`src/hdl/mvt_pkg.sv`:
```
// Shared types and constants for the 4x4 matrix-vector transform.
`timescale 1ns / 1ps

package mvt_pkg;

    localparam int DIM      = 4;
    localparam int NUM_REGS = 8;
    localparam int REG_W    = 64;
    localparam int ADDR_W   = 3;
    localparam int COMP_W   = 32;
    localparam int PROD_W   = 2 * COMP_W;
    localparam int PSUM_W   = PROD_W + 1;
    localparam int SUM_W    = PROD_W + 2;

    // Register indexes of the matrix columns.
    localparam logic [ADDR_W-1:0] REG_COL0_ROWS01 = 3'd0;
    localparam logic [ADDR_W-1:0] REG_COL0_ROWS23 = 3'd1;
    localparam logic [ADDR_W-1:0] REG_COL1_ROWS01 = 3'd2;
    localparam logic [ADDR_W-1:0] REG_COL1_ROWS23 = 3'd3;
    localparam logic [ADDR_W-1:0] REG_COL2_ROWS01 = 3'd4;
    localparam logic [ADDR_W-1:0] REG_COL2_ROWS23 = 3'd5;
    localparam logic [ADDR_W-1:0] REG_COL3_ROWS01 = 3'd6;
    localparam logic [ADDR_W-1:0] REG_COL3_ROWS23 = 3'd7;

    typedef logic signed [COMP_W-1:0] comp_t;
    typedef logic signed [PROD_W-1:0] prod_t;
    typedef logic signed [PSUM_W-1:0] psum_t;
    typedef logic signed [SUM_W-1:0]  sum_t;

    localparam comp_t COMP_MAX = 32'sh7FFF_FFFF;
    localparam comp_t COMP_MIN = 32'sh8000_0000;

endpackage

```
`src/hdl/mvt_sat_stage.sv`:
```
// Fraction shift, 32-bit saturation and the output register.
`timescale 1ns / 1ps

module mvt_sat_stage #(
    parameter int FRAC_BITS = 16
) (
    input  logic          aclk,
    input  logic          aresetn,
    input  logic          in_valid,
    output logic          in_ready,
    input  mvt_pkg::sum_t  sum [mvt_pkg::DIM],
    output logic          out_valid,
    input  logic          out_ready,
    output mvt_pkg::comp_t res [mvt_pkg::DIM],
    output logic          clipped
);

    logic           res_valid_reg;
    mvt_pkg::comp_t res_reg  [mvt_pkg::DIM];
    mvt_pkg::comp_t res_next [mvt_pkg::DIM];
    logic           clipped_reg;
    logic           clipped_next;
    mvt_pkg::sum_t  shifted;
    logic           res_ready;

    assign res_ready = !res_valid_reg || out_ready;
    assign in_ready  = res_ready;

    // The shift floors; a row fits when bit 31 and all bits above it match its sign.
    always_comb begin
        clipped_next = 1'b0;
        shifted      = '0;
        for (int r = 0; r < mvt_pkg::DIM; r++) begin
            shifted = sum[r] >>> FRAC_BITS;
            if (!shifted[mvt_pkg::SUM_W-1] && (shifted[mvt_pkg::SUM_W-2:mvt_pkg::COMP_W-1] != '0)) begin
                res_next[r]  = mvt_pkg::COMP_MAX;
                clipped_next = 1'b1;
            end else if (shifted[mvt_pkg::SUM_W-1]
                         && (shifted[mvt_pkg::SUM_W-2:mvt_pkg::COMP_W-1] != '1)) begin
                res_next[r]  = mvt_pkg::COMP_MIN;
                clipped_next = 1'b1;
            end else begin
                res_next[r] = shifted[mvt_pkg::COMP_W-1:0];
            end
        end
    end

    always_ff @(posedge aclk) begin
        if (!aresetn) begin
            res_valid_reg <= 1'b0;
        end else if (res_ready) begin
            res_valid_reg <= in_valid;
        end
        if (res_ready && in_valid) begin
            res_reg     <= res_next;
            clipped_reg <= clipped_next;
        end
    end

    assign out_valid = res_valid_reg;
    assign res       = res_reg;
    assign clipped   = clipped_reg;

    // A flagged result carries at least one saturated row.
    a_clip_has_limit: assert property (@(posedge aclk) disable iff (!aresetn)
        res_valid_reg && clipped_reg |->
            res_reg[0] == mvt_pkg::COMP_MAX || res_reg[0] == mvt_pkg::COMP_MIN ||
            res_reg[1] == mvt_pkg::COMP_MAX || res_reg[1] == mvt_pkg::COMP_MIN ||
            res_reg[2] == mvt_pkg::COMP_MAX || res_reg[2] == mvt_pkg::COMP_MIN ||
            res_reg[3] == mvt_pkg::COMP_MAX || res_reg[3] == mvt_pkg::COMP_MIN)
        else $error("clipped set without a saturated row");

endmodule

```
`config.mk`:
```
export PLATFORM = sky130hd
export DESIGN_NAME = mvt_sat_stage
export DESIGN_NICKNAME = d
export VERILOG_FILES = /design/src/hdl/mvt_pkg.sv /design/src/hdl/mvt_sat_stage.sv
export SDC_FILE = /design/constraint.sdc
export NUM_CORES = 1
export LEC_CHECK = 0
export BUFFER_PORTS_ARGS = -buffer_cell sky130_fd_sc_hd__buf_2
export CAP_MARGIN = 0
export CORE_AREA = 2 2 156 158
export CTS_BUF_LIST = sky130_fd_sc_hd__clkbuf_16
export DETAILED_ROUTE_END_ITERATION = 10
export DIE_AREA = 0 0 158 160
export PLACE_DENSITY = 0.6
export REMOVE_ABC_BUFFERS = 1
export SLEW_MARGIN = 20
export SYNTH_ARGS = -nofsm -noshare
export SYNTH_HDL_FRONTEND = slang
export SYNTH_SLANG_ARGS = --single-unit
```
`constraint.sdc`:
```
create_clock -name aclk -period 5.67 [get_ports aclk]
set_clock_uncertainty 0.15 [all_clocks]
set_input_delay 0.8505 -clock aclk [delete_from_list [all_inputs] [get_ports aclk]]
set_output_delay 0.8505 -clock aclk [all_outputs]
set_load 0.01 [all_outputs]
```
==> metrics.md, run 1 <==
| Metric | Value |
|---|---|
| Net load switching power | between 600 and 700 µW |
| Total routing usage reported by global routing | 0.130 |
| Reg clk slew, reported paths | approximately 0.060 ns |
| Tmin final | 2.37 ns |
| ANT nets after route | 0 |
| Maximum clock path buffer count | 2 |
| Number of buffers and inverters on the critical path | 2 |
| TritonCTS Buffers | 17 |
| YS warnings | 0 |
| Setup Viol. Count Final | 0 |
| Crit path capture type | register |
| Flip-flop and latch area | approximately 0.0039 mm² |
| RSZ-0062 raised after global routing | no |
| Core Footprint | approximately 0.024 mm² |
| Cell-internal power | 1910 µW |
| Worst IR drop on VDD | between 0.1 and 0.15 mV |
| Count of buffers added by post-CTS timing repair for setup | 0 |
| Clock power share | 0.431 |
| Setup TNS | 0 ns |
| Die Y | between 150 and 200 µm |
| Post-synthesis area per instance | 11.6 µm² |
| Cell-by-cell trace of the critical path | buf_2 > nand2b_1 > and2_4 > buf_12 |
| Placement row count | 57 |
| Area grow syn2layout | 46.0% |
| Number of distinct library cell variants in the gate-level netlist after synthesis | 25 |
| Total routed wirelength | approximately 17 mm |
| Wirelength per Cell | 14.4 µm |
| Die boundary width | roughly 160 µm |
| Number of design-rule violations left by the first detailed-router iteration | around 240 |
| GR Overflow Total | 0 |
| Net total in the final layout | around 1100 |
| Largest driver fanout on the critical path | 71 |
| Die outline area | approximately 0.025 mm² |
| Ranking of synthesized cells by instance count | 206 x sky130_fd_sc_hd__nor2_1, 129 x sky130_fd_sc_hd__edfxtp_1, 46 x sky130_fd_sc_hd__nor2_2 |
| Dominant delay contributor by cell family on the critical path | simple AND/OR/NAND/NOR gates |
| Number of remaining DRC errors | 0 |
| Antenna violations before repair | 4 |
| Drt via density | 4.12 |
| H-tree depth | 4 |
| First-pass GRT wire length | 24.8 mm |
| Cts repair resizes | 0 |
| Most used DFF post-synth | sky130_fd_sc_hd__edfxtp_1 |
| Reg power frac | 0.452 |
| Share of total power consumed by net switching | 0.248 |
| Tightest Pin Transition | between 1 and 1.5 ns |
| GPL Wtd Cong | 0.817 |
| Top-area cell type share of the netlist area | 0.693 |
| Yosys top cell by area | sky130_fd_sc_hd__edfxtp_1 |
| Critical path data required time | between 5 and 6 ns |
| TritonCTS clock tree | done |
| Total power per unit cell area | around 310 mW/mm² |
| Count of fill cells added during filler insertion | approximately 2500 |
| Via count of the first global-routing pass | 4689 |
| CTS root buffer | sky130_fd_sc_hd__clkbuf_16 |
| Final Max Tran Viols | 0 |
| Largest net degree at the start of global routing | between 70 and 80 |
| Number of buffer cells added on primary ports | about 330 |
| Number of iterations in the first detailed-routing pass | 6 |
| Max FFs per register | around 130 |
| Worst Hold Margin | about 0.38 ns |
| HPWL after DPL | about 12 mm |
| Max-slew headroom | 0.315 |
| Flop and latch count out of synthesis | 130 |
| Leakage power total | around 0.0035 µW |
| Maximum single-stage delay on the critical path | 0.79 ns |
| Hold Vio Cnt, Final | 0 |
| Most instantiated library cell after synthesis | sky130_fd_sc_hd__nor2_1 |
| Total design power | ~2500 µW |
| Largest cells by area after synthesis | sky130_fd_sc_hd__edfxtp_1 69%, sky130_fd_sc_hd__nor2_1 14%, sky130_fd_sc_hd__nor2_2 5.2% |
| Effective utilization at floorplan | 0.235 |
| CP Launch Type | primary input |
| Worst slack, placed | around 2.7 ns |
| Type of the worst setup path | in2reg |
| Clock latency reported for the late side of the worst-skew pair | slightly above 0.4 ns |
| Layout cell share with drive strength beyond 1 | 0.523 |
| Cell count after synthesis | just under 500 |
| Timing-limited maximum frequency | between 400 and 500 MHz |
| Max-capacitance violation count | 0 |
| Fin worst setup slack | ~3.3 ns |
| Result of the run | complete, no violations |
| Ports | about 400 |
| Number of buffers added to fix hold violations after cts | 0 |
| Fraction of power consumed by combinational cells | 0.117 |
| Sinks on Clock Net | 130 |
| Class of the worst hold path | reg2reg |
| Ratio of final minimum period to clock period | 0.418 |
| Vias post-DR | between 4000 and 5000 |
| Share of synthesized area occupied by flip-flops and latches | 0.697 |
| Count of flip-flops with a built-in enable after synthesis | 129 |
| Footprint of the multi-input gates | between 0.0015 and 0.002 mm² |
| Proportion of synthesized flip-flops having asynchronous set or reset | 0 |
| Post-synthesis cell area | around 0.0056 mm² |
| Arr. time, crit path | about 2.3 ns |
| CP max-delay cell | sky130_fd_sc_hd__and2_4 |
## per-layer routing
metal,global-route usage,vias to the layer above,wire length [µm]
li1,-,2315,-
met3,0.0437,26,1290
met1,0.148,2176,6730
met4,0.0528,2,345
met5,0,-,13
met2,0.222,214,8170
## power groups by stage
stage / sequential, µW / clock (µW) / combinational, µW
finish: 1150 / 1100 / 299
detailed placement: 1170 / 0 / 305
global route: 1160 / 1170 / 333
global placement: 1170 / 0 / 300
CTS: 1150 / 1130 / 305
floorplan: 1210 / 0 / 92.1
## worst register-to-register path: stages (launching register included)
cell and delay (ns):
sky130_fd_sc_hd__dfxtp_1 0.31, sky130_fd_sc_hd__nand2b_1 0.09, sky130_fd_sc_hd__and2_4 0.79, sky130_fd_sc_hd__buf_12 0.43
## layout by cell type, fill, tap and decap left out
cell type,synthesis,routed
sky130_fd_sc_hd__and4_2,1,1
sky130_fd_sc_hd__and2_4,0,1
sky130_fd_sc_hd__bufinv_16,0,2
sky130_fd_sc_hd__buf_2,6,334
sky130_fd_sc_hd__inv_6,0,4
sky130_fd_sc_hd__diode_2,0,3
sky130_fd_sc_hd__buf_12,0,1
sky130_fd_sc_hd__nand2b_1,1,1
sky130_fd_sc_hd__a21oi_4,0,2
sky130_fd_sc_hd__nor4_1,14,14
sky130_fd_sc_hd__dfxtp_1,1,1
sky130_fd_sc_hd__edfxtp_1,129,129
sky130_fd_sc_hd__nor2_1,206,206
sky130_fd_sc_hd__o31ai_1,2,2
sky130_fd_sc_hd__and4_1,1,1
sky130_fd_sc_hd__nand4_1,17,17
sky130_fd_sc_hd__nor2_2,46,46
sky130_fd_sc_hd__clkinv_4,0,3
sky130_fd_sc_hd__buf_4,0,3
sky130_fd_sc_hd__nand2_1,6,6
sky130_fd_sc_hd__o21ba_2,2,2
sky130_fd_sc_hd__clkinv_2,0,2
sky130_fd_sc_hd__nor3_4,2,2
sky130_fd_sc_hd__clkbuf_16,0,17
sky130_fd_sc_hd__and3_1,2,2
sky130_fd_sc_hd__nor3_1,4,4
sky130_fd_sc_hd__inv_1,1,2
sky130_fd_sc_hd__mux2i_1,2,2
sky130_fd_sc_hd__a21boi_2,0,2
sky130_fd_sc_hd__a21boi_0,3,1
sky130_fd_sc_hd__and2_2,0,2
sky130_fd_sc_hd__or4_4,2,2
sky130_fd_sc_hd__clkinvlp_4,0,3
sky130_fd_sc_hd__nand3_1,4,4
## stage by stage
| step | cells | cell area (µm²) | utilization |
|---|---|---|---|
| finish | 1148 | 8160 | 0.343 |
| global route | 1147 | 8160 | 0.342 |
| CTS | 1145 | 8150 | 0.342 |
| detailed placement | 1113 | 7570 | 0.318 |
| global placement | 1113 | 7570 | 0.318 |
| floorplan | 451 | 5420 | - |
## cells by family (layout without fill, tap and decap cells)
family                 after synthesis  count (layout)  share of synthesized area
AOI/OAI and AO/OA                    9               9                     0.0134
buffers and inverters               31             371                     0.0302
DFF                                130             130                      0.697
muxes                                2               2                    0.00358
other                                0               3                          0
and+or+nand+nor                    309             309                      0.256
## area by class of cell
class / instances / share of cell area
flip-flops and latches: 130 / 0.477
repair buffers: 338 / 0.210
multi-input cells: 320 / 0.190
clock buffers: 17 / 0.0521
well taps: 324 / 0.0497
clock inverters: 15 / 0.0193
diodes: 3 / 0.000920
inverters: 1 / 0.000460
## path summary, 6_finish.rpt
path	from	end	slack, ns	cells after the start
min reg2reg	out_valid$_SDFFE_PN0N_	out_valid$_SDFFE_PN0N_	0.38	2
max reg2reg	out_valid$_SDFFE_PN0N_	res[17]$_SDFFCE_PP1P_	3.53	3
min	out_valid$_SDFFE_PN0N_	out_valid$_SDFFE_PN0N_	0.38	2
max	out_ready	res[17]$_SDFFCE_PP1P_	3.30	4
(Power assumes the default switching activity.)
==> run 2: changes to the inputs <==
- CORE_AREA: 2 2 156 158 -> 2 2 155 157
- DIE_AREA: 0 0 158 160 -> 0 0 157 159
- PLACE_DENSITY: 0.6 -> 0.63
- clock period: 5.67 -> 2.1 ns (I/O delays scaled with it)
==> run 2 against run 1 <==
  * Final area increased by 2.4%
  * Combinational power grew to 2.8 times the previous value
  * Die area down 1.3%
  * Critical path type unchanged
  * Final cell count rose by 0.70%
==> metrics.md, run 2 (synthesized netlist as in run 1, its figures left out) <==
| Metric | Value |
|---|---|
| Result of the run | complete, no violations |
| GR Overflow Total | 0 |
| Final Max Tran Viols | 0 |
| Flip-flop and latch area | 0.00389 mm² |
| Die outline area | 0.0250 mm² |
| Max FFs per register | 128 |
| Antenna violations before repair | 1 |
| Maximum clock path buffer count | 2 |
| Vias post-DR | ~4700 |
| Setup Viol. Count Final | 0 |
| Core Footprint | between 0.02 and 0.025 mm² |
| Reg clk slew, reported paths | roughly 0.070 ns |
| Sinks on Clock Net | 130 |
| Number of placed instances, taps included | 1119 |
| Hold Vio Cnt, Final | 0 |
| Total routing usage reported by global routing | 0.127 |
| RSZ-0062 raised after global routing | no |
| Footprint of the multi-input gates | 0.00156 mm² |
| H-tree depth | 4 |
| CP Launch Type | primary input |
| Max-slew headroom | 0.471 |
| Net total in the final layout | around 1100 |
| Type of the worst setup path | in2reg |
| Timing-limited maximum frequency | 537 MHz |
| Worst slack, placed | -0.000573 ns |
| Antenna cells | 0 |
| Drt via density | 4.10 |
| Via count of the first global-routing pass | 4494 |
| Total power per unit cell area | slightly above 800 mW/mm² |
| Layout cell share with drive strength beyond 1 | 0.522 |
| Critical path data required time | 2.11 ns |
| Leading cell type in the layout, fill and taps excluded | sky130_fd_sc_hd__buf_2 |
| Tightest Pin Transition | between 0.7 and 0.8 ns |
| HPWL after DPL | 12.2 mm |
| Count of cells along the worst hold path | 3 |
| CTS root buffer | sky130_fd_sc_hd__clkbuf_16 |
| Largest driver fanout on the critical path | 18 |
| Number of buffers added to fix hold violations after cts | 5 |
| Total routed wirelength | approximately 16 mm |
| Die Y | approximately 160 µm |
| Fin cells | between 1000 and 1500 |
| Crit path capture type | register |
| TritonCTS clock tree | done |
| Fin worst setup slack | approximately 0.24 ns |
| Placement row count | 56 |
| Number of remaining DRC errors | 0 |
| Wirelength per Cell | roughly 14 µm |
| Largest net degree at the start of global routing | 72 |
| Total design power | 6910 µW |
| Cts repair resizes | 0 |
| Number of iterations in the first detailed-routing pass | 4 |
| Ratio of final minimum period to clock period | 0.887 |
| TritonCTS Buffers | 17 |
| Ports | 399 |
| ANT nets after route | 0 |
| Tmin final | 1.86 ns |
| Clock latency reported for the late side of the worst-skew pair | between 0.4 and 0.5 ns |
| Worst Hold Margin | roughly 0.035 ns |
| Number of buffer cells added on primary ports | 334 |
| Number of design-rule violations left by the first detailed-router iteration | between 200 and 250 |
| Effective utilization at floorplan | 0.241 |
| GPL Wtd Cong | between 0.8 and 0.9 |
| Count of fill cells added during filler insertion | around 2300 |
| Arr. time, crit path | roughly 1.9 ns |
| Final core utilization | 0.360 |
| Worst IR drop on VDD | between 0.4 and 0.5 mV |
| Die boundary width | between 150 and 200 µm |
| R2R depth | 3 |
| Count of buffers added by post-CTS timing repair for setup | 0 |
| First-pass GRT wire length | around 24 mm |
| Most frequent cells in the layout | 334 x sky130_fd_sc_hd__buf_2, 206 x sky130_fd_sc_hd__nor2_1, 129 x sky130_fd_sc_hd__edfxtp_1, 46 x sky130_fd_sc_hd__nor2_2 |
| Max-capacitance violation count | 0 |
| Class of the worst hold path | in2reg |
| Area grow syn2layout | 49.6% |
| Leakage power total | around 0.0036 µW |
[run 2: path summary, 6_finish.rpt]
| check | startpoint | endpoint | slack [ns] |
|---|---|---|---|
| min | sum[102] | res[52]$_SDFFCE_PP1P_ | 0.04 |
| max reg2reg | out_valid$_SDFFE_PN0N_ | res[1]$_SDFFCE_PP1P_ | 0.59 |
| max | sum[131] | res[61]$_SDFFCE_PP1P_ | 0.24 |
| min reg2reg | out_valid$_SDFFE_PN0N_ | res[100]$_SDFFCE_PP1P_ | 0.59 |
[run 2: stage by stage]
| stage | setup TNS (ns) | instance area (µm²) |
|---|---|---|
| 6_report | 0 | 8360 |
| 5_1_grt | 0 | 8360 |
| 4_1_cts | 0 | 8360 |
| 3_5_place_dp | -0.000573 | 7720 |
| 3_3_place_gp | -3.13 | 7720 |
| 2_1_floorplan | -303.58 | 5420 |
[run 2: where the power goes]
part	internal (µW)	switching (µW)
clock	1760	1200
sequential	3070	39.6
combinational	372	470
total	5200	1710
[run 2: final cells by class]
class                           count  share of cell area
Sequential cell                   130               0.466
Timing Repair Buffer              354               0.230
Multi-Input combinational cell    320               0.186
Clock buffer                       17              0.0509
Tap cell                          319              0.0478
Clock inverter                     15              0.0187
Inverter                            1            0.000449
[run 2: critical path, stage by stage]
cell and delay (ns):
sky130_fd_sc_hd__dlygate4sd3_1 0.53, sky130_fd_sc_hd__buf_2 0.14, sky130_fd_sc_hd__a21boi_2 0.60, sky130_fd_sc_hd__buf_12 0.23
sky130_fd_sc_hd__nor2_1 0.06
[run 2: per-layer routing]
| metal | part of all wire | track usage | wire length (µm) | vias up |
|---|---|---|---|---|
| met5 | 0.00044 | 0 | 7 | - |
| met4 | 0.026 | 0.0580 | 412 | 2 |
| met3 | 0.081 | 0.0381 | 1290 | 28 |
| met2 | 0.48 | 0.210 | 7730 | 228 |
| met1 | 0.41 | 0.150 | 6520 | 2135 |
| li1 | - | - | - | 2341 |
==> run 3: changes to the inputs <==
- RECOVER_POWER: default -> 100
==> run 3 against run 2 <==
  * Largest power group unchanged
  * Die area unchanged
  * Critical path type unchanged
  * Clock power about the same
  * First-iteration DRC count up 8.4%
  * Sequential share of layout area up 1.3 points
==> metrics.md, run 3 (synthesized netlist as in run 1, its figures left out) <==
| Metric | Value |
|---|---|
| Effective utilization at floorplan | 0.241 |
| HPWL after DPL | around 12 mm |
| Fin worst setup slack | 0.138 ns |
| Drt via density | just over 4 |
| Layout cell share with drive strength beyond 1 | 0.345 |
| Post-route design area | around 0.0081 mm² |
| Leading cell type in the layout, fill and taps excluded | sky130_fd_sc_hd__nor2_1 |
| Final Max Tran Viols | 0 |
| Leakage power total | around 0.0032 µW |
| Max-capacitance violation count | 0 |
| First-pass GRT wire length | around 24 mm |
| Startpoint of the worst-slack reg-to-reg timing path | out_valid$_SDFFE_PN0N_ |
| Critical path data required time | around 2.1 ns |
| Most frequent cells in the layout | 218 x sky130_fd_sc_hd__nor2_1, 201 x sky130_fd_sc_hd__buf_2, 133 x sky130_fd_sc_hd__clkbuf_1, 129 x sky130_fd_sc_hd__edfxtp_1, 34 x sky130_fd_sc_hd__nor2_2 |
| Count of fill cells added during filler insertion | around 2400 |
| Number of buffers added to fix hold violations after cts | 5 |
| Number of remaining DRC errors | 0 |
| TritonCTS clock tree | done |
| Cell with the most instances on the worst path | sky130_fd_sc_hd__nor2_1 |
| CP Launch Type | primary input |
| Total routed wirelength | between 15 and 20 mm |
| GR Overflow Total | 0 |
| CTS root buffer | sky130_fd_sc_hd__clkbuf_16 |
| Maximum clock path buffer count | 2 |
| Ports | approximately 400 |
| Type of the worst setup path | in2reg |
| Vias post-DR | between 4000 and 5000 |
| Dominant delay contributor by cell family on the critical path | simple AND/OR/NAND/NOR gates |
| Die Y | about 160 µm |
| Hold Vio Cnt, Final | 0 |
| Antenna violations before repair | 1 |
| Class of the worst hold path | in2reg |
| ANT nets after route | 0 |
| Max-slew headroom | 0.473 |
| Wirelength per Cell | between 10 and 15 µm |
| Number of buffer cells added on primary ports | roughly 330 |
| Arr. time, crit path | 1.97 ns |
| Ratio of final minimum period to clock period | 0.934 |
| Timing-limited maximum frequency | between 500 and 600 MHz |
| Standard cell area after detailed placement | 0.00772 mm² |
| Worst slack, placed | -0.000573 ns |
| Core Footprint | around 0.023 mm² |
| Cts repair resizes | 0 |
| Largest driver fanout on the critical path | 16 |
| Tightest Pin Transition | between 0.7 and 0.8 ns |
| Number of iterations in the first detailed-routing pass | 4 |
| Critical path capture point | res[0]$_SDFFCE_PP1P_ |
| RSZ-0062 raised after global routing | no |
| R2R depth | 3 |
| Total power per unit cell area | 842 mW/mm² |
| Capture point of the worst reg-to-reg path | res[1]$_SDFFCE_PP1P_ |
| Register-to-register setup slack | approximately 0.34 ns |
| Setup TNS | 0 ns |
| Largest net degree at the start of global routing | 72 |
| First element of the critical path | sum[49] |
| Sinks on Clock Net | 130 |
| Worst Hold Margin | between 0.03 and 0.04 ns |
| Max FFs per register | roughly 130 |
| Maximum single-stage delay on the critical path | approximately 0.65 ns |
| Tmin final | roughly 2 ns |
| Net total in the final layout | between 1000 and 1500 |
| Antenna cells | 0 |
| H-tree depth | 4 |
| Placement row count | between 50 and 60 |
| GPL Wtd Cong | 0.824 |
| Stages on the worst setup path | 7 |
| Worst IR drop on VDD | between 0.4 and 0.5 mV |
| TritonCTS Buffers | 17 |
| Crit path capture type | register |
| Total routing usage reported by global routing | 0.127 |
| Number of buffers and inverters on the critical path | 2 |
| Setup Viol. Count Final | 0 |
| Number of design-rule violations left by the first detailed-router iteration | 232 |
| Cell-by-cell trace of the critical path | buf_2 > or4_2 > nor3_1 > a21oi_1 > buf_12 > nor2_1 > nor2_1 |
| Result of the run | complete, no violations |
| Area grow syn2layout | 45.5% |
| Die outline area | about 0.025 mm² |
| Die boundary width | between 150 and 200 µm |
| Reg clk slew, reported paths | 0.07 ns |
| Clock latency reported for the late side of the worst-skew pair | between 0.4 and 0.5 ns |
| CP max-delay cell | sky130_fd_sc_hd__or4_2 |
| Count of buffers added by post-CTS timing repair for setup | 0 |
| Via count of the first global-routing pass | 4494 |
## run 3: changes by cell type in the layout (fill, tap and decap cells not counted), moves of 2 or more
cell,change
sky130_fd_sc_hd__and2_0,+2
sky130_fd_sc_hd__buf_2,-133
sky130_fd_sc_hd__clkbuf_1,+133
sky130_fd_sc_hd__nor2_1,+12
sky130_fd_sc_hd__nor2_2,-12
## run 3: final cells by class
cell class	count	area, µm²	share of cell area
clock inverter	15	156	0.0192
tap	319	399	0.0491
timing repair buffer	354	1750	0.216
inverter	1	3.75	0.000462
clock buffer	17	425	0.0523
sequential	130	3890	0.479
multi-input combinational	320	1500	0.184
## run 3: worst min-delay path by stage
stage                                 from                     end  slack, ns  cells past startpoint
floorplan                         sum[263]  res[127]$_SDFFCE_PP0P_       0.26                      0
global placement    out_valid$_SDFFE_PN0N_  out_valid$_SDFFE_PN0N_       0.36                      2
detailed placement  out_valid$_SDFFE_PN0N_  out_valid$_SDFFE_PN0N_       0.39                      2
CTS                               sum[103]   res[53]$_SDFFCE_PP1P_       0.01                      3
global route                       sum[86]   res[36]$_SDFFCE_PP1P_       0.02                      3
finish                            sum[103]   res[53]$_SDFFCE_PP1P_       0.03                      3
## run 3: tightest hold or removal path, stage by stage
cell	delay [ns]
sky130_fd_sc_hd__buf_2	0.07
sky130_fd_sc_hd__nor2_1	0.03
sky130_fd_sc_hd__nor2_1	0.07
## run 3: power breakdown
group / internal [µW] / switching [µW]
combinational: 322 / 465
sequential: 3070 / 45.2
clock: 1760 / 1190
total: 5150 / 1700
## run 3: per-layer routing
layer	wire, µm	vias to the layer above	track usage
met4	371	2	0.0580
met1	6670	2129	0.150
met2	7760	211	0.210
met5	7	-	0
met3	1230	26	0.0381
li1	-	2342	-
## run 3: stage by stage
stage	util	power [µW]	std cells
after global placement	0.333	3990	1119
after floorplan	-	3530	451
after detailed placement	0.333	4010	1119
after CTS	0.360	7010	1156
after global routing	0.351	7160	1156
final	0.351	6850	1156
